### src/tsre_pkg.sv
// Package: shared types, codes and helpers of the TCP segment receive engine.
`default_nettype none

package tsre_pkg;

    // Operation codes
    localparam logic [1:0] OP_SEGMENT = 2'd0;
    localparam logic [1:0] OP_PTRS    = 2'd1;
    localparam logic [1:0] OP_LOCAL   = 2'd2;

    // Connection states
    localparam logic [3:0] ST_CLOSED      = 4'd0;
    localparam logic [3:0] ST_LISTEN      = 4'd1;
    localparam logic [3:0] ST_CONNECTING  = 4'd2;
    localparam logic [3:0] ST_SYN_RCVD    = 4'd3;
    localparam logic [3:0] ST_ESTABLISHED = 4'd4;
    localparam logic [3:0] ST_FIN_WAIT1   = 4'd5;
    localparam logic [3:0] ST_FIN_WAIT2   = 4'd6;
    localparam logic [3:0] ST_CLOSE_WAIT  = 4'd7;
    localparam logic [3:0] ST_CLOSING     = 4'd8;
    localparam logic [3:0] ST_LAST_ACK    = 4'd9;
    localparam logic [3:0] ST_TIME_WAIT   = 4'd10;

    // Header flag bits
    localparam int FL_FIN_BIT = 0;
    localparam int FL_SYN_BIT = 1;
    localparam int FL_RST_BIT = 2;
    localparam int FL_ACK_BIT = 4;
    localparam logic [7:0] FL_SYN_ACK = 8'h12;

    // Persist timer actions
    localparam logic [1:0] PA_NONE  = 2'd0;
    localparam logic [1:0] PA_LOAD  = 2'd1;
    localparam logic [1:0] PA_CLEAR = 2'd2;

    // Configuration register indexes
    localparam logic [1:0] CFG_MSS       = 2'd0;
    localparam logic [1:0] CFG_QUICK_ACK = 2'd1;
    localparam logic [1:0] CFG_DUP_THR   = 2'd2;
    localparam logic [1:0] CFG_INIT_RWND = 2'd3;

    localparam logic [15:0] MSS_RESET       = 16'd536;
    localparam logic [3:0]  DUP_THR_RESET   = 4'd3;
    localparam logic [15:0] INIT_RWND_RESET = 16'hFFFF;
    localparam logic [31:0] MAX_WINDOW      = 32'd65535;

    typedef struct packed {
        logic [1:0]  operation;
        logic [7:0]  header_flags;
        logic [31:0] seq_number;
        logic [31:0] ack_number;
        logic [15:0] advertised_window;
        logic [15:0] payload_length;
        logic [31:0] new_send_next;
        logic [31:0] new_send_max;
        logic [3:0]  new_conn_state;
    } in_item_t;

    typedef struct packed {
        logic [3:0]  conn_state_out;
        logic [31:0] congestion_window_out;
        logic [31:0] slow_start_threshold_out;
        logic [15:0] send_window_out;
        logic [31:0] receive_next_out;
        logic [31:0] release_up_to;
        logic        release_valid;
        logic        retransmit_request;
        logic        ack_now;
        logic        ack_delayed;
        logic [1:0]  persist_action;
        logic        data_accepted;
    } out_item_t;

    // Classified item handed from front to back
    typedef struct packed {
        logic [1:0]  op;
        logic        fin;
        logic        rst;
        logic        has_ack;
        logic        syn_ack;
        logic [31:0] seq;
        logic [31:0] ack;
        logic [15:0] wnd;
        logic [15:0] len;
        logic [31:0] nsn;
        logic [3:0]  nst;
    } cmd_t;

    typedef struct packed {
        logic        en;
        logic [1:0]  index;
        logic [15:0] data;
    } cfg_wr_t;

    function automatic logic seq_lt(input logic [31:0] a, input logic [31:0] b);
        logic [31:0] d;
        d = a - b;
        return d[31];
    endfunction

    function automatic logic seq_leq(input logic [31:0] a, input logic [31:0] b);
        return (a == b) || seq_lt(a, b);
    endfunction

endpackage

`default_nettype wire

### src/tsre_front.sv
// Front end: classifies incoming items and holds them in a two-entry queue.
`default_nettype none

module tsre_front import tsre_pkg::*; (
    input  wire logic     aclk,
    input  wire logic     aresetn,
    input  wire logic     s_valid,
    output logic          s_ready,
    input  wire in_item_t s_item,
    output logic          q_valid,
    output cmd_t          q_cmd,
    input  wire logic     q_pop
);

    cmd_t       fifo_reg [2];
    logic       wr_ptr_reg, wr_ptr_next;
    logic       rd_ptr_reg, rd_ptr_next;
    logic [1:0] cnt_reg, cnt_next;
    logic       push;
    cmd_t       cmd;

    always_comb begin
        cmd.op      = s_item.operation;
        cmd.fin     = s_item.header_flags[FL_FIN_BIT];
        cmd.rst     = s_item.header_flags[FL_RST_BIT];
        cmd.has_ack = s_item.header_flags[FL_ACK_BIT];
        cmd.syn_ack = (s_item.header_flags == FL_SYN_ACK);
        cmd.seq     = s_item.seq_number;
        cmd.ack     = s_item.ack_number;
        cmd.wnd     = s_item.advertised_window;
        cmd.len     = s_item.payload_length;
        cmd.nsn     = s_item.new_send_next;
        cmd.nst     = s_item.new_conn_state;
    end

    assign s_ready = (cnt_reg != 2'd2);
    assign push    = s_valid && s_ready;
    assign q_valid = (cnt_reg != 2'd0);
    assign q_cmd   = fifo_reg[rd_ptr_reg];

    always_comb begin
        wr_ptr_next = push ? ~wr_ptr_reg : wr_ptr_reg;
        rd_ptr_next = q_pop ? ~rd_ptr_reg : rd_ptr_reg;
        cnt_next    = cnt_reg + {1'b0, push} - {1'b0, q_pop};
    end

    always_ff @(posedge aclk) begin
        if (!aresetn) begin
            wr_ptr_reg <= 1'b0;
            rd_ptr_reg <= 1'b0;
            cnt_reg    <= 2'd0;
        end else begin
            wr_ptr_reg <= wr_ptr_next;
            rd_ptr_reg <= rd_ptr_next;
            cnt_reg    <= cnt_next;
        end
    end

    always_ff @(posedge aclk) begin
        if (push) begin
            fifo_reg[wr_ptr_reg] <= cmd;
        end
    end

endmodule

`default_nettype wire

### src/tsre_div.sv
// Iterative 32-bit restoring divider, one quotient bit per cycle.
`default_nettype none

module tsre_div import tsre_pkg::*; (
    input  wire logic        aclk,
    input  wire logic        aresetn,
    input  wire logic        start,
    input  wire logic [31:0] dividend,
    input  wire logic [31:0] divisor,
    output logic             done,
    output logic [31:0]      quotient
);

    logic        busy_reg, busy_next;
    logic        done_reg, done_next;
    logic [4:0]  cnt_reg, cnt_next;
    logic [31:0] rem_reg, rem_next;
    logic [31:0] quo_reg, quo_next;
    logic [31:0] dvs_reg, dvs_next;
    logic [32:0] rem_sh;
    logic [32:0] diff;

    assign done     = done_reg;
    assign quotient = quo_reg;

    always_comb begin
        rem_sh    = {rem_reg, quo_reg[31]};
        diff      = rem_sh - {1'b0, dvs_reg};
        busy_next = busy_reg;
        done_next = 1'b0;
        cnt_next  = cnt_reg;
        rem_next  = rem_reg;
        quo_next  = quo_reg;
        dvs_next  = dvs_reg;
        if (start) begin
            busy_next = 1'b1;
            cnt_next  = 5'd0;
            rem_next  = 32'd0;
            quo_next  = dividend;
            dvs_next  = divisor;
        end else if (busy_reg) begin
            if (!diff[32]) begin
                rem_next = diff[31:0];
                quo_next = {quo_reg[30:0], 1'b1};
            end else begin
                rem_next = rem_sh[31:0];
                quo_next = {quo_reg[30:0], 1'b0};
            end
            cnt_next = cnt_reg + 5'd1;
            if (cnt_reg == 5'd31) begin
                busy_next = 1'b0;
                done_next = 1'b1;
            end
        end
    end

    always_ff @(posedge aclk) begin
        if (!aresetn) begin
            busy_reg <= 1'b0;
            done_reg <= 1'b0;
            cnt_reg  <= 5'd0;
        end else begin
            busy_reg <= busy_next;
            done_reg <= done_next;
            cnt_reg  <= cnt_next;
        end
    end

    always_ff @(posedge aclk) begin
        rem_reg <= rem_next;
        quo_reg <= quo_next;
        dvs_reg <= dvs_next;
    end

endmodule

`default_nettype wire

### src/tsre_back.sv
// Back end: connection state, window and congestion sequencer, result register.
`default_nettype none

module tsre_back import tsre_pkg::*; (
    input  wire logic        aclk,
    input  wire logic        aresetn,
    input  wire cfg_wr_t     cfg,
    input  wire logic        q_valid,
    input  wire cmd_t        q_cmd,
    output logic             q_pop,
    output logic             div_start,
    output logic [31:0]      div_dividend,
    output logic [31:0]      div_divisor,
    input  wire logic        div_done,
    input  wire logic [31:0] div_quotient,
    output logic             m_valid,
    input  wire logic        m_ready,
    output out_item_t        m_item
);

    localparam logic [3:0] S_IDLE   = 4'd0;
    localparam logic [3:0] S_WIN    = 4'd1;
    localparam logic [3:0] S_ACK    = 4'd2;
    localparam logic [3:0] S_DSTART = 4'd3;
    localparam logic [3:0] S_DIV    = 4'd4;
    localparam logic [3:0] S_ACKEND = 4'd5;
    localparam logic [3:0] S_DUPFIN = 4'd6;
    localparam logic [3:0] S_DATA   = 4'd7;
    localparam logic [3:0] S_EMIT   = 4'd8;

    localparam logic MODE_DUP = 1'b0;
    localparam logic MODE_NEW = 1'b1;

    logic [3:0]  state_reg, state_next;
    cmd_t        itm_reg, itm_next;
    logic        mode_reg, mode_next;
    logic        upd_reg, upd_next;

    logic [15:0] mss_reg, mss_next;
    logic        quick_reg, quick_next;
    logic [3:0]  thr_reg, thr_next;
    logic [15:0] irw_reg, irw_next;

    logic [3:0]  cs_reg, cs_next;
    logic [31:0] una_reg, una_next;
    logic [31:0] nxt_reg, nxt_next;
    logic [15:0] swnd_reg, swnd_next;
    logic [31:0] wl1_reg, wl1_next;
    logic [31:0] wl2_reg, wl2_next;
    logic [31:0] cwnd_reg, cwnd_next;
    logic [31:0] ssth_reg, ssth_next;
    logic [15:0] dup_reg, dup_next;
    logic [31:0] rnxt_reg, rnxt_next;
    logic [15:0] rwnd_reg, rwnd_next;

    logic [31:0] diva_reg, diva_next;
    logic [31:0] divb_reg, divb_next;
    logic [31:0] prod_reg, prod_next;

    logic        rel_reg, rel_next;
    logic        rexmit_reg, rexmit_next;
    logic        acknow_reg, acknow_next;
    logic        ackdly_reg, ackdly_next;
    logic [1:0]  persist_reg, persist_next;
    logic        accept_reg, accept_next;

    logic        out_valid_reg, out_valid_next;
    out_item_t   out_reg, out_next;

    logic [15:0] mss_eff;
    logic [3:0]  thr_eff;
    logic        win_upd;
    logic [15:0] dup_inc;
    logic [31:0] c1;
    logic [15:0] min_wnd;
    logic [32:0] sum33;
    logic [31:0] segs;
    logic [16:0] rwnd_sum;
    logic [31:0] seg_end;
    logic [31:0] seg_size;
    logic [31:0] fin_next;
    logic        ack_is;

    assign mss_eff = (mss_reg == 16'd0) ? 16'd1 : mss_reg;
    assign thr_eff = (thr_reg == 4'd0) ? 4'd1 : thr_reg;

    assign q_pop        = (state_reg == S_IDLE) && q_valid;
    assign div_start    = (state_reg == S_DSTART);
    assign div_dividend = diva_reg;
    assign div_divisor  = divb_reg;
    assign m_valid      = out_valid_reg;
    assign m_item       = out_reg;

    always_comb begin
        state_next   = state_reg;
        itm_next     = itm_reg;
        mode_next    = mode_reg;
        upd_next     = upd_reg;
        mss_next     = mss_reg;
        quick_next   = quick_reg;
        thr_next     = thr_reg;
        irw_next     = irw_reg;
        cs_next      = cs_reg;
        una_next     = una_reg;
        nxt_next     = nxt_reg;
        swnd_next    = swnd_reg;
        wl1_next     = wl1_reg;
        wl2_next     = wl2_reg;
        cwnd_next    = cwnd_reg;
        ssth_next    = ssth_reg;
        dup_next     = dup_reg;
        rnxt_next    = rnxt_reg;
        rwnd_next    = rwnd_reg;
        diva_next    = diva_reg;
        divb_next    = divb_reg;
        prod_next    = prod_reg;
        rel_next     = rel_reg;
        rexmit_next  = rexmit_reg;
        acknow_next  = acknow_reg;
        ackdly_next  = ackdly_reg;
        persist_next = persist_reg;
        accept_next  = accept_reg;
        out_valid_next = out_valid_reg;
        out_next     = out_reg;

        win_upd  = seq_lt(wl1_reg, itm_reg.seq) ||
                   ((itm_reg.seq == wl1_reg) && seq_leq(wl2_reg, itm_reg.ack));
        dup_inc  = (dup_reg != 16'hFFFF) ? dup_reg + 16'd1 : dup_reg;
        c1       = ((dup_reg >= {12'd0, thr_eff}) && (cwnd_reg > ssth_reg)) ? ssth_reg : cwnd_reg;
        min_wnd  = ({16'd0, swnd_reg} < cwnd_reg) ? swnd_reg : cwnd_reg[15:0];
        sum33    = 33'd0;
        segs     = (div_quotient < 32'd2) ? 32'd2 : div_quotient;
        rwnd_sum = {1'b0, rwnd_reg} + {1'b0, itm_reg.len};
        seg_end  = itm_reg.seq + {16'd0, itm_reg.len};
        seg_size = seg_end - rnxt_reg;
        fin_next = seg_end + 32'd1;
        ack_is   = (itm_reg.ack == nxt_reg + 32'd1);

        if (m_valid && m_ready) begin
            out_valid_next = 1'b0;
        end

        unique case (state_reg)
            S_IDLE: begin
                if (q_valid) begin
                    itm_next     = q_cmd;
                    rel_next     = 1'b0;
                    rexmit_next  = 1'b0;
                    acknow_next  = 1'b0;
                    ackdly_next  = 1'b0;
                    persist_next = PA_NONE;
                    accept_next  = 1'b0;
                    state_next   = S_WIN;
                end
            end
            S_WIN: begin
                state_next = S_EMIT;
                upd_next   = 1'b0;
                case (itm_reg.op)
                    OP_SEGMENT: begin
                        if (cs_reg == ST_CLOSED) begin
                            state_next = S_EMIT;
                        end else if (itm_reg.rst) begin
                            if (cs_reg > ST_CONNECTING) begin
                                cs_next = ST_CLOSED;
                            end
                        end else if (itm_reg.has_ack && (cs_reg != ST_TIME_WAIT)) begin
                            upd_next = 1'b1;
                            if (win_upd) begin
                                swnd_next    = itm_reg.wnd;
                                wl1_next     = itm_reg.seq;
                                wl2_next     = itm_reg.ack;
                                persist_next = (itm_reg.wnd == 16'd0) ? PA_LOAD : PA_CLEAR;
                            end
                            state_next = S_ACK;
                        end else begin
                            state_next = S_DATA;
                        end
                    end
                    OP_PTRS: begin
                        nxt_next = itm_reg.nsn;
                    end
                    OP_LOCAL: begin
                        if (itm_reg.nst <= ST_TIME_WAIT) begin
                            cs_next = itm_reg.nst;
                        end
                        rwnd_next = rwnd_sum[16] ? 16'hFFFF : rwnd_sum[15:0];
                    end
                    default: begin
                    end
                endcase
            end
            S_ACK: begin
                state_next = S_DATA;
                if (seq_leq(itm_reg.ack, una_reg)) begin
                    if (itm_reg.len == 16'd0) begin
                        dup_next = dup_inc;
                        if (dup_inc == {12'd0, thr_eff}) begin
                            diva_next  = {17'd0, min_wnd[15:1]};
                            divb_next  = {16'd0, mss_eff};
                            mode_next  = MODE_DUP;
                            state_next = S_DSTART;
                        end else if (dup_inc > {12'd0, thr_eff}) begin
                            sum33       = {1'b0, cwnd_reg} + {17'd0, mss_eff};
                            cwnd_next   = sum33[32] ? 32'hFFFF_FFFF : sum33[31:0];
                            rexmit_next = 1'b1;
                        end
                    end else begin
                        dup_next = 16'd0;
                    end
                end else begin
                    dup_next = 16'd0;
                    una_next = itm_reg.ack;
                    rel_next = 1'b1;
                    if (c1 > ssth_reg) begin
                        cwnd_next  = c1;
                        diva_next  = {16'd0, mss_eff} * {16'd0, mss_eff};
                        divb_next  = c1;
                        mode_next  = MODE_NEW;
                        state_next = S_DSTART;
                    end else begin
                        sum33     = {1'b0, c1} + {17'd0, mss_eff};
                        cwnd_next = (sum33 > {1'b0, MAX_WINDOW}) ? MAX_WINDOW : sum33[31:0];
                    end
                end
            end
            S_DSTART: begin
                state_next = S_DIV;
            end
            S_DIV: begin
                if (div_done) begin
                    state_next = S_ACKEND;
                end
            end
            S_ACKEND: begin
                if (mode_reg == MODE_DUP) begin
                    ssth_next   = {16'd0, segs[15:0]} * {16'd0, mss_eff};
                    prod_next   = {12'd0, mss_eff * {16'd0, thr_eff}};
                    rexmit_next = 1'b1;
                    state_next  = S_DUPFIN;
                end else begin
                    sum33      = {1'b0, cwnd_reg} + {1'b0, div_quotient};
                    cwnd_next  = (sum33 > {1'b0, MAX_WINDOW}) ? MAX_WINDOW : sum33[31:0];
                    state_next = S_DATA;
                end
            end
            S_DUPFIN: begin
                sum33      = {1'b0, ssth_reg} + {1'b0, prod_reg};
                cwnd_next  = sum33[32] ? 32'hFFFF_FFFF : sum33[31:0];
                state_next = S_DATA;
            end
            S_DATA: begin
                // In-order data first; the state switch below may override.
                if (upd_reg && (itm_reg.len != 16'd0)) begin
                    ackdly_next = 1'b1;
                    if (!(seq_leq(seg_end, rnxt_reg) || seq_lt(rnxt_reg, itm_reg.seq))) begin
                        rnxt_next = seg_end;
                        rwnd_next = (seg_size >= {16'd0, rwnd_reg}) ? 16'd0 :
                                    rwnd_reg - seg_size[15:0];
                        if (quick_reg) begin
                            acknow_next = 1'b1;
                        end
                        if (cs_reg <= ST_ESTABLISHED) begin
                            accept_next = 1'b1;
                        end
                    end
                end
                case (cs_reg)
                    ST_CONNECTING: begin
                        if (itm_reg.syn_ack && ack_is) begin
                            cs_next     = ST_ESTABLISHED;
                            rnxt_next   = itm_reg.seq + 32'd1;
                            nxt_next    = itm_reg.ack;
                            swnd_next   = itm_reg.wnd;
                            una_next    = itm_reg.ack;
                            ackdly_next = 1'b1;
                            if (quick_reg) begin
                                acknow_next = 1'b1;
                            end
                        end
                    end
                    ST_SYN_RCVD: begin
                        if (itm_reg.has_ack && ack_is) begin
                            cs_next  = ST_ESTABLISHED;
                            nxt_next = itm_reg.ack;
                        end
                    end
                    ST_ESTABLISHED, ST_CLOSE_WAIT: begin
                        if (itm_reg.fin) begin
                            acknow_next = 1'b1;
                            cs_next     = ST_CLOSE_WAIT;
                            rnxt_next   = fin_next;
                        end
                    end
                    ST_LAST_ACK: begin
                        if (itm_reg.has_ack) begin
                            cs_next = ST_CLOSED;
                        end
                    end
                    ST_FIN_WAIT1: begin
                        if (itm_reg.fin && itm_reg.has_ack && ack_is) begin
                            nxt_next = itm_reg.ack;
                            cs_next  = ST_TIME_WAIT;
                        end else if (itm_reg.fin) begin
                            cs_next = ST_CLOSING;
                        end else if (itm_reg.has_ack && ack_is) begin
                            nxt_next = itm_reg.ack;
                            cs_next  = ST_FIN_WAIT2;
                        end
                        if (itm_reg.fin) begin
                            rnxt_next   = fin_next;
                            acknow_next = 1'b1;
                        end
                    end
                    ST_FIN_WAIT2: begin
                        if (itm_reg.fin) begin
                            rnxt_next   = fin_next;
                            acknow_next = 1'b1;
                            cs_next     = ST_TIME_WAIT;
                        end
                    end
                    ST_CLOSING: begin
                        if (itm_reg.has_ack && ack_is) begin
                            nxt_next = itm_reg.ack;
                            cs_next  = ST_TIME_WAIT;
                        end
                    end
                    ST_TIME_WAIT: begin
                        if (seq_lt(rnxt_reg, seg_end)) begin
                            rnxt_next = seg_end;
                        end
                        if (itm_reg.len != 16'd0) begin
                            acknow_next = 1'b1;
                        end
                    end
                    default: begin
                    end
                endcase
                state_next = S_EMIT;
            end
            S_EMIT: begin
                if (!out_valid_reg || m_ready) begin
                    out_valid_next                    = 1'b1;
                    out_next.conn_state_out           = cs_reg;
                    out_next.congestion_window_out    = cwnd_reg;
                    out_next.slow_start_threshold_out = ssth_reg;
                    out_next.send_window_out          = swnd_reg;
                    out_next.receive_next_out         = rnxt_reg;
                    out_next.release_up_to            = rel_reg ? itm_reg.ack : 32'd0;
                    out_next.release_valid            = rel_reg;
                    out_next.retransmit_request       = rexmit_reg;
                    out_next.ack_now                  = acknow_reg;
                    out_next.ack_delayed              = ackdly_reg;
                    out_next.persist_action           = persist_reg;
                    out_next.data_accepted            = accept_reg;
                    state_next                        = S_IDLE;
                end
            end
            default: begin
                state_next = S_IDLE;
            end
        endcase

        // The user sends configuration writes only while idle; not enforced.
        if (cfg.en) begin
            unique case (cfg.index)
                CFG_MSS:       mss_next   = cfg.data;
                CFG_QUICK_ACK: quick_next = cfg.data[0];
                CFG_DUP_THR:   thr_next   = cfg.data[3:0];
                CFG_INIT_RWND: begin
                    irw_next  = cfg.data;
                    rwnd_next = cfg.data;
                end
                default: begin
                end
            endcase
        end
    end

    always_ff @(posedge aclk) begin
        if (!aresetn) begin
            state_reg     <= S_IDLE;
            out_valid_reg <= 1'b0;
            mss_reg       <= MSS_RESET;
            quick_reg     <= 1'b0;
            thr_reg       <= DUP_THR_RESET;
            irw_reg       <= INIT_RWND_RESET;
            cs_reg        <= ST_CLOSED;
            una_reg       <= 32'd0;
            nxt_reg       <= 32'd0;
            swnd_reg      <= 16'd0;
            wl1_reg       <= 32'd0;
            wl2_reg       <= 32'd0;
            cwnd_reg      <= {16'd0, MSS_RESET};
            ssth_reg      <= MAX_WINDOW;
            dup_reg       <= 16'd0;
            rnxt_reg      <= 32'd0;
            rwnd_reg      <= INIT_RWND_RESET;
        end else begin
            state_reg     <= state_next;
            out_valid_reg <= out_valid_next;
            mss_reg       <= mss_next;
            quick_reg     <= quick_next;
            thr_reg       <= thr_next;
            irw_reg       <= irw_next;
            cs_reg        <= cs_next;
            una_reg       <= una_next;
            nxt_reg       <= nxt_next;
            swnd_reg      <= swnd_next;
            wl1_reg       <= wl1_next;
            wl2_reg       <= wl2_next;
            cwnd_reg      <= cwnd_next;
            ssth_reg      <= ssth_next;
            dup_reg       <= dup_next;
            rnxt_reg      <= rnxt_next;
            rwnd_reg      <= rwnd_next;
        end
    end

    always_ff @(posedge aclk) begin
        itm_reg     <= itm_next;
        mode_reg    <= mode_next;
        upd_reg     <= upd_next;
        diva_reg    <= diva_next;
        divb_reg    <= divb_next;
        prod_reg    <= prod_next;
        rel_reg     <= rel_next;
        rexmit_reg  <= rexmit_next;
        acknow_reg  <= acknow_next;
        ackdly_reg  <= ackdly_next;
        persist_reg <= persist_next;
        accept_reg  <= accept_next;
        out_reg     <= out_next;
    end

endmodule

`default_nettype wire

### src/tcp_segment_receive_engine.sv
// Top level of the TCP segment receive engine for one connection.
//
// Input channel s_*: one item per segment header (operation 0), send pointer
// update (operation 1) or local state change (operation 2). Result channel
// m_*: exactly one result item per input item, in order, carrying the
// connection state, windows and the ack/release/retransmit/persist requests.
// cfg_*: register writes (index 0 mss, 1 quick ack, 2 dupack threshold,
// 3 initial receive window): the user writes only while idle, not enforced.
//
// Pointer updates, local state changes and dropped segments (closed, reset
// flag) pass the window step straight to the result register; segments
// without ACK also pass the data step, and ACK segments the ack step before
// it. A new ACK in linear increase and a fast retransmit also wait on the
// 32-step shared divider. One item is in the back end at a time; the front
// queue holds two more and keeps accepting meanwhile.
//
// Reset (aresetn low, synchronous) puts the connection in closed, clears
// the pointers, loads cwnd with 536 and the registers with their defaults.
// When m_ready stays low the result register holds its item; the back end
// stops before writing the next result and the front queue then fills.
`default_nettype none

module tcp_segment_receive_engine import tsre_pkg::*; (
    input  wire logic        aclk,
    input  wire logic        aresetn,
    input  wire logic        s_valid,
    output logic             s_ready,
    input  wire in_item_t    s_item,
    output logic             m_valid,
    input  wire logic        m_ready,
    output out_item_t        m_item,
    input  wire logic        cfg_wr_en,
    input  wire logic [1:0]  cfg_index,
    input  wire logic [15:0] cfg_data
);

    logic        q_valid;
    cmd_t        q_cmd;
    logic        q_pop;
    cfg_wr_t     cfg;
    logic        div_start;
    logic [31:0] div_dividend;
    logic [31:0] div_divisor;
    logic        div_done;
    logic [31:0] div_quotient;

    assign cfg.en    = cfg_wr_en;
    assign cfg.index = cfg_index;
    assign cfg.data  = cfg_data;

    // Classify and buffer incoming items
    tsre_front u_front (
        .aclk    (aclk),
        .aresetn (aresetn),
        .s_valid (s_valid),
        .s_ready (s_ready),
        .s_item  (s_item),
        .q_valid (q_valid),
        .q_cmd   (q_cmd),
        .q_pop   (q_pop)
    );

    // Shared divider for the Reno window arithmetic
    tsre_div u_div (
        .aclk     (aclk),
        .aresetn  (aresetn),
        .start    (div_start),
        .dividend (div_dividend),
        .divisor  (div_divisor),
        .done     (div_done),
        .quotient (div_quotient)
    );

    // Connection state, congestion control and result register
    tsre_back u_back (
        .aclk         (aclk),
        .aresetn      (aresetn),
        .cfg          (cfg),
        .q_valid      (q_valid),
        .q_cmd        (q_cmd),
        .q_pop        (q_pop),
        .div_start    (div_start),
        .div_dividend (div_dividend),
        .div_divisor  (div_divisor),
        .div_done     (div_done),
        .div_quotient (div_quotient),
        .m_valid      (m_valid),
        .m_ready      (m_ready),
        .m_item       (m_item)
    );

endmodule

`default_nettype wire

### config.mk
export PLATFORM = sky130hd
export DESIGN_NAME = tcp_segment_receive_engine
export DESIGN_NICKNAME = d
export VERILOG_FILES = /design/src/tsre_pkg.sv /design/src/tsre_front.sv /design/src/tsre_div.sv /design/src/tsre_back.sv /design/src/tcp_segment_receive_engine.sv
export SDC_FILE = /design/constraint.sdc
export NUM_CORES = 2
export LEC_CHECK = 0
export BUFFER_PORTS_ARGS = -buffer_cell sky130_fd_sc_hd__buf_2
export CAP_MARGIN = 15
export CORE_AREA = 2 2 366 368
export DETAILED_ROUTE_END_ITERATION = 6
export DIE_AREA = 0 0 368 370
export GPL_TIMING_DRIVEN = 0
export HOLD_SLACK_MARGIN = 0.03
export MAX_ROUTING_LAYER = met4
export PLACE_DENSITY = 0.76
export SETUP_SLACK_MARGIN = 0.05
export SLEW_MARGIN = 5
export SYNTH_ARGS = -nofsm -noshare
export SYNTH_HDL_FRONTEND = slang
export SYNTH_HIERARCHICAL = 1
export SYNTH_SLANG_ARGS = --single-unit
### constraint.sdc
create_clock -name aclk -period 8.37 [get_ports aclk]
set_input_delay 0.837 -clock aclk [delete_from_list [all_inputs] [get_ports aclk]]
set_output_delay 0.837 -clock aclk [all_outputs]
set_load 0.02 [all_outputs]
; ---- Word-level counts from Yosys, hierarchy flattened
; Memory sizes are Yosys's and may differ from the RTL's. A register that Yosys moved wholly into a read port is not among the register bits.
; Index checks and enable logic that the tools add are counted.
[op_classes]
add_sub_neg = 19
mul = 3
order_cmp = 11
eq_ne = 73
n_mux = 132
bitwise_logic = 8
reduce_logical = 62
[ops]
columns = cell, count
row1 = two-way mux 32 bit, 34
row2 = case mux 32 bit (3 select lines), 3
row3 = two-way mux 16 bit, 13
row4 = subtractor 32 bit, 6
row5 = equality test 32 bit, 5
row6 = case mux 32 bit (2 select lines), 2
row7 = "adder 32 x 1 -> 32 bit, second input constant", 3
row8 = two-way mux 4 bit, 22
row9 = adder 32 x 16 -> 33 bit, 2
row10 = "> comparator 33 x 16 -> 1 bit, second input constant", 2
row11 = > comparator 32 bit, 2
row12 = multiplier 16 x 16 -> 32 bit, 2
row13 = logical NOT 16 bit, 3
row14 = two-way mux 1 bit, 36
row15 = case mux 4 bit (9 select lines), 1
row16 = adder 32 x 20 -> 33 bit, 1
row17 = adder 32 x 32 -> 33 bit, 1
row18 = subtractor 33 x 32 -> 33 bit, 1
row19 = adder 32 x 16 -> 32 bit, 1
row20 = "equality test 4 x 3 -> 1 bit, second input constant", 8
row21 = < comparator 16 x 32 -> 1 bit, 1
row22 = "< comparator 32 x 2 -> 1 bit, second input constant", 1
row23 = case mux 16 bit (2 select lines), 1
row24 = "inequality test 3 x 2 -> 1 bit, second input constant", 10
row25 = 52 further kinds, 147
[totals]
register_bits = 641
ramBits = 276
inputBits = 197
memories = 1
[mem_list]
columns = memory, words, word_bits, read_ports, rd_ports_with_merged_regs, wr, line_no
row1 = u_front.fifo_reg, 2, 138, 1, 1, 1, tsre_front.sv:15  ; cmd_t fifo_reg [2];

; ---- Depth between registers and ports, before layout
[depth]
ltp_word = 11
depth_mapped = 34
ltp_nobuf = 30

; ---- Modules after synthesis
; Netlist, hierarchy kept.
[modules_own_cells]
columns = mod, instances, cells_per_inst, area_per_inst_um2, seq_area_each_um2
row1 = tsre_back, 1, 6483, 58676.3, 17316.6
row2 = tsre_front, 1, 460, 10294.9, 8388.0
row3 = tsre_div, 1, 574, 5924.4, 2702.6

; ---- Worst setup path before layout
; Ideal clock, no wire load.
[synth_timing]
path_kind = register to register
start = register u_back.state_reg[2]
end = register u_back.out_reg, in the netlist u_back/m_item[0], enable pin
setup_ns = 0.690
arrival_time_ns = 7.781
t_required_ns = 7.680
setup_slack_ns = -0.102
path_stages_with_launch = 4
synth_period_minus_slack_ns = 8.472
path_cell_list = dfxtp_1 clkbuf_1 nor4b_1 nor2b_1
[synth_via]
elab_chain_len = 2
[synth_lines]
columns = element, line_no
row1 = from (decl), tsre_back.sv:34  ; logic [3:0] state_reg, state_next;
row2 = from (signal assigned), tsre_back.sv:400  ; state_reg <= state_next;
row3 = equality test 4 bit, tsre_back.sv:143  ; unique case (state_reg)
row4 = AND reduction 2 bit (no source line), --
row5 = to (signal assigned), tsre_back.sv:433  ; out_reg <= out_next;
row6 = to (decl), tsre_back.sv:68  ; out_item_t out_reg, out_next;
; No other way between the ends.
; A chain may end at the register's enable or synchronous reset.

; ---- Final worst setup path
[layout_timing]
start = register u_back.ssth_reg[30]
end = register u_back.cwnd_reg[11]
[layout_via]
elab_chain_len = 9
word_cells_on_any_way = 12
[layout_lines]
columns = element, line_no
row1 = from (decl), tsre_back.sv:51  ; logic [31:0] ssth_reg, ssth_next;
row2 = from (signal assigned), tsre_back.sv:413  ; ssth_reg <= ssth_next;
row3 = > comparator 32 bit, tsre_back.sv:129  ; c1 = ((dup_reg >= {12'd0, thr_eff}) && (cwnd_reg > ssth_reg)) ? ssth_reg : cwnd_reg;
row4 = logical AND 1 bit, tsre_back.sv:129
row5 = two-way mux 32 bit, tsre_back.sv:129
row6 = adder 32 x 16 -> 33 bit, tsre_back.sv:222  ; sum33 = {1'b0, c1} + {17'd0, mss_eff};
row7 = > comparator 33 x 16 -> 1 bit, tsre_back.sv:223  ; cwnd_next = (sum33 > {1'b0, MAX_WINDOW}) ? MAX_WINDOW : sum33[31:0];
row8 = two-way mux 32 bit, tsre_back.sv:223
row9 = two-way mux 32 bit, tsre_back.sv:215  ; if (c1 > ssth_reg) begin
row10 = two-way mux 32 bit, tsre_back.sv:195  ; if (seq_leq(itm_reg.ack, una_reg)) begin
row11 = case mux 32 bit (3 select lines) (*), tsre_back.sv:143
row12 = to (signal assigned), tsre_back.sv:394  ; cwnd_reg <= {16'd0, MSS_RESET};
row13 = to (signal assigned), tsre_back.sv:412  ; cwnd_reg <= cwnd_next;
row14 = to (decl), tsre_back.sv:50  ; logic [31:0] cwnd_reg, cwnd_next;
; Every way passes the cells marked *; elsewhere a longest branch is shown, timed or not.

==> metrics.cfg <==
[grt]
grtUsageMet2_pct = 55.1
grt_use_total_pct = 38.7
grt_pass1_wl_um = 383000
grt.busiest_layer = met2
antenna_found_initial = 18
grt_pass1_vias = 60700
grt_start_max_net_pins = 86
met1_usage_pct = 53.8
met3_usage_pct = 8.08
grt_overflow = 0

[cells_and_area]
area_growth_pct = 11.6
final_util_pct = 63.1
design_area_um2 = 83600
largest_reg_flops = 276
nets = 9224
layout-drive-gt1-share_pct = 12.0

[run]
cap_violations = 0

[critical_path]
r2r-end = u_back/cwnd_reg[11]
r2r-start = u_back/ssth_reg[30]
startpoint_type = register
required_ns = 8.98
setup.worst_path.end_class = register
slowest_delay_ns = 0.59
ff2ff_setup_slack_ns = 0.16
worstRegToRegCells = 29
setup.worst_path.class = reg2reg
cp_common_cell = buf_4
slowest_stage = or4b_1
crit_arrival_ns = 8.82
crit_path_max_fanout = 10

[worst_hold_path]
holdPathEnd = u_front/fifo_reg[1][72]
hold_depth = 1
hold_path.class = in2reg
worstHoldStart = s_item[104]

[synthesis]
synth_fp_nets = 8739
synth_common_cells = 809 x inv_1, 726 x edfxtp_1, 700 x nand2_1, 633 x ha_1, 464 x a21oi_1
synth_top_family_by_area = adder cells
synthArstFlopShare_pct = 0
syn_area_per_cell_um2 = 9.96
ys_warn_count = 6
ys_seq_area_share_pct = 37.9
yosys.area.top_type = edfxtp_1
synth_area_um2 = 74900
synth_compound_area_share_pct = 13.5
synthCells = 7517
synth_ff_type = edfxtp_1
synth.area.top_cells = edfxtp_1 29%, ha_1 11%, fa_1 10%, dfxtp_1 8.8%, inv_1 4.1%
yosys.cell_types.count = 106
synth-edff-count = 726
synthMuxAreaShare_pct = 3.48
synth_seq_cells = 1056
yosys.area.top_type_share_pct = 29.1
synth_most_common_cell = inv_1
synth-adder-area-share_pct = 21.1
synthSimpleGateAreaFrac_pct = 14.4
synthXorXnorAreaFrac_pct = 3.47

[sta]
holdWs_ns = 0.249
worst_pin_slew_ns = 1.32
period_needed_ns = 8.21
hold_violations = 0
finalCritPeriodShare_pct = 98.1
rsz0062_at_grt = yes
fin_ws_ns = 0.159
setup_violations = 0
final.setup.tns_ns = 0
drv_slew = 0
fin_skew_ns = 0.0620
relSlewSlack_pct = 11.8
max_freq_mhz = 122

[place]
post_dp_cell_area_um2 = 79200
hpwl_um = 201000
portBuffers = 321
place.gp.congestion = 1.05
pre_cts_ws_ns = -2.59

[outcome]
outcome = complete, no violations

[detailed_routing]
vias = 61800
drc = 0
routed_wl_um = 258000
first_pass_iters = 6
vias_per_cell = 6.25
routedWlPerCell_um = 26.1
drtAntennaViolNets = 0
drt_iter0_drc = 7448

[clocking]
numCtsBuffers = 111
clock_path_buffers = 3
insertion_delay_ns = 0.78
cts_tree = done
postCtsHoldBufs = 0
clk_pin_slew_ns = 0.06
clock_sinks = 1056
cts-htree-levels = 3
root_buffer = clkbuf_16

[floorplan]
rows = 134
core_area_um2 = 132000
die_area_um2 = 136000
ios = 354
start_util_pct = 56.5
die_w_um = 368
fp.dieH_um = 370

[pwr]
ir_drop_v = 0.000225
leakage_nw = 35.0
p_per_area_nw_per_um2 = 246

[layout by cell type, fill, tap and decap left out, types with 72 or more instances in the layout]
cell type / Yosys / routed
a21o_1: 112 / 112
a21oi_1: 464 / 453
a31oi_1: 72 / 72
and2_1: 262 / 262
buf_2: 19 / 340
clkbuf_1: 285 / 267
clkbuf_16: 0 / 112
dfxtp_1: 330 / 327
edfxtp_1: 726 / 726
fa_1: 392 / 392
ha_1: 633 / 632
inv_1: 809 / 807
mux2_2: 174 / 174
nand2_1: 700 / 700
nand3_1: 247 / 247
nand4_1: 103 / 103
nor2_1: 375 / 371
nor3_1: 106 / 105
o21ai_0: 317 / 310
o31ai_1: 82 / 82
xnor2_1: 211 / 207
xor2_1: 84 / 83
[worst max-delay path by stage]
stage,cells after the start,end,from
after floorplan,25,u_back/div_dividend[0],u_back/thr_reg[3]
after global placement,25,u_back/div_dividend[3],u_back/thr_reg[3]
after detailed placement,33,u_back/cwnd_reg[9],u_back/thr_reg[3]
after CTS,32,u_back/cwnd_reg[9],u_back/thr_reg[3]
after global routing,28,u_back/ssth_reg[30],u_div/quotient[13]
final,29,u_back/cwnd_reg[11],u_back/ssth_reg[30]
[through the flow]
step	cells	power (mW)
global placement	9606	15.2
detailed placement	9627	15.3
CTS	9855	20.3
floorplan	7517	12.5
global route	9883	21.6
finish	9887	20.6
[logic make-up after synthesis]
logic type	count (synthesis)
fa+ha+maj	1025
buf+inv	1170
flops	1056
compound gates	1548
simple gates	2183
xor+xnor	296
mux	239
[cell type report]
| class | count | area [um2] |
|---|---|---|
| Tap cell | 1768 | 2210 |
| Sequential cell | 1056 | 28400 |
| Antenna cell | 20 | 50.0 |
| Clock buffer | 147 | 2960 |
| Fill cell | 10900 | 48800 |
| Inverter | 812 | 3060 |
| Multi-Input combinational cell | 5291 | 42300 |
| Timing Repair Buffer | 376 | 2300 |
| Clock inverter | 63 | 727 |
| Buffer | 354 | 1620 |
[worst max-delay path, delay by kind of cell, from the launching register on]
family,cells,cell delay [ns]
adder cells (fa/ha/maj),2,0.65
XOR/XNOR,1,0.16
AO/OA/AOI/OAI,9,2.41
buffers and inverters,9,2.10
AND/OR/NAND/NOR,8,2.16
flip-flops,1,0.56
[metal layers]
layer	vias to the layer above	wire length (um)
met4	0	12300
li1	27500	-
met5	-	0
met1	30300	109000
met2	3329	109000
met3	602	27600
[power breakdown]
group	internal [mW]	total (mW)	switching, mW
logic	2.82	8.13	5.31
clock network	2.75	5.01	2.26
registers	6.62	7.41	0.790
[timing repair]
action / CTS / global route
setup buffers: 20 / 12
setup endpoints to repair: 127 / 55
pin swaps: 7 / 13
resized for setup: 67 / 107
No activity file was read; power rests on OpenSTA's default activity.
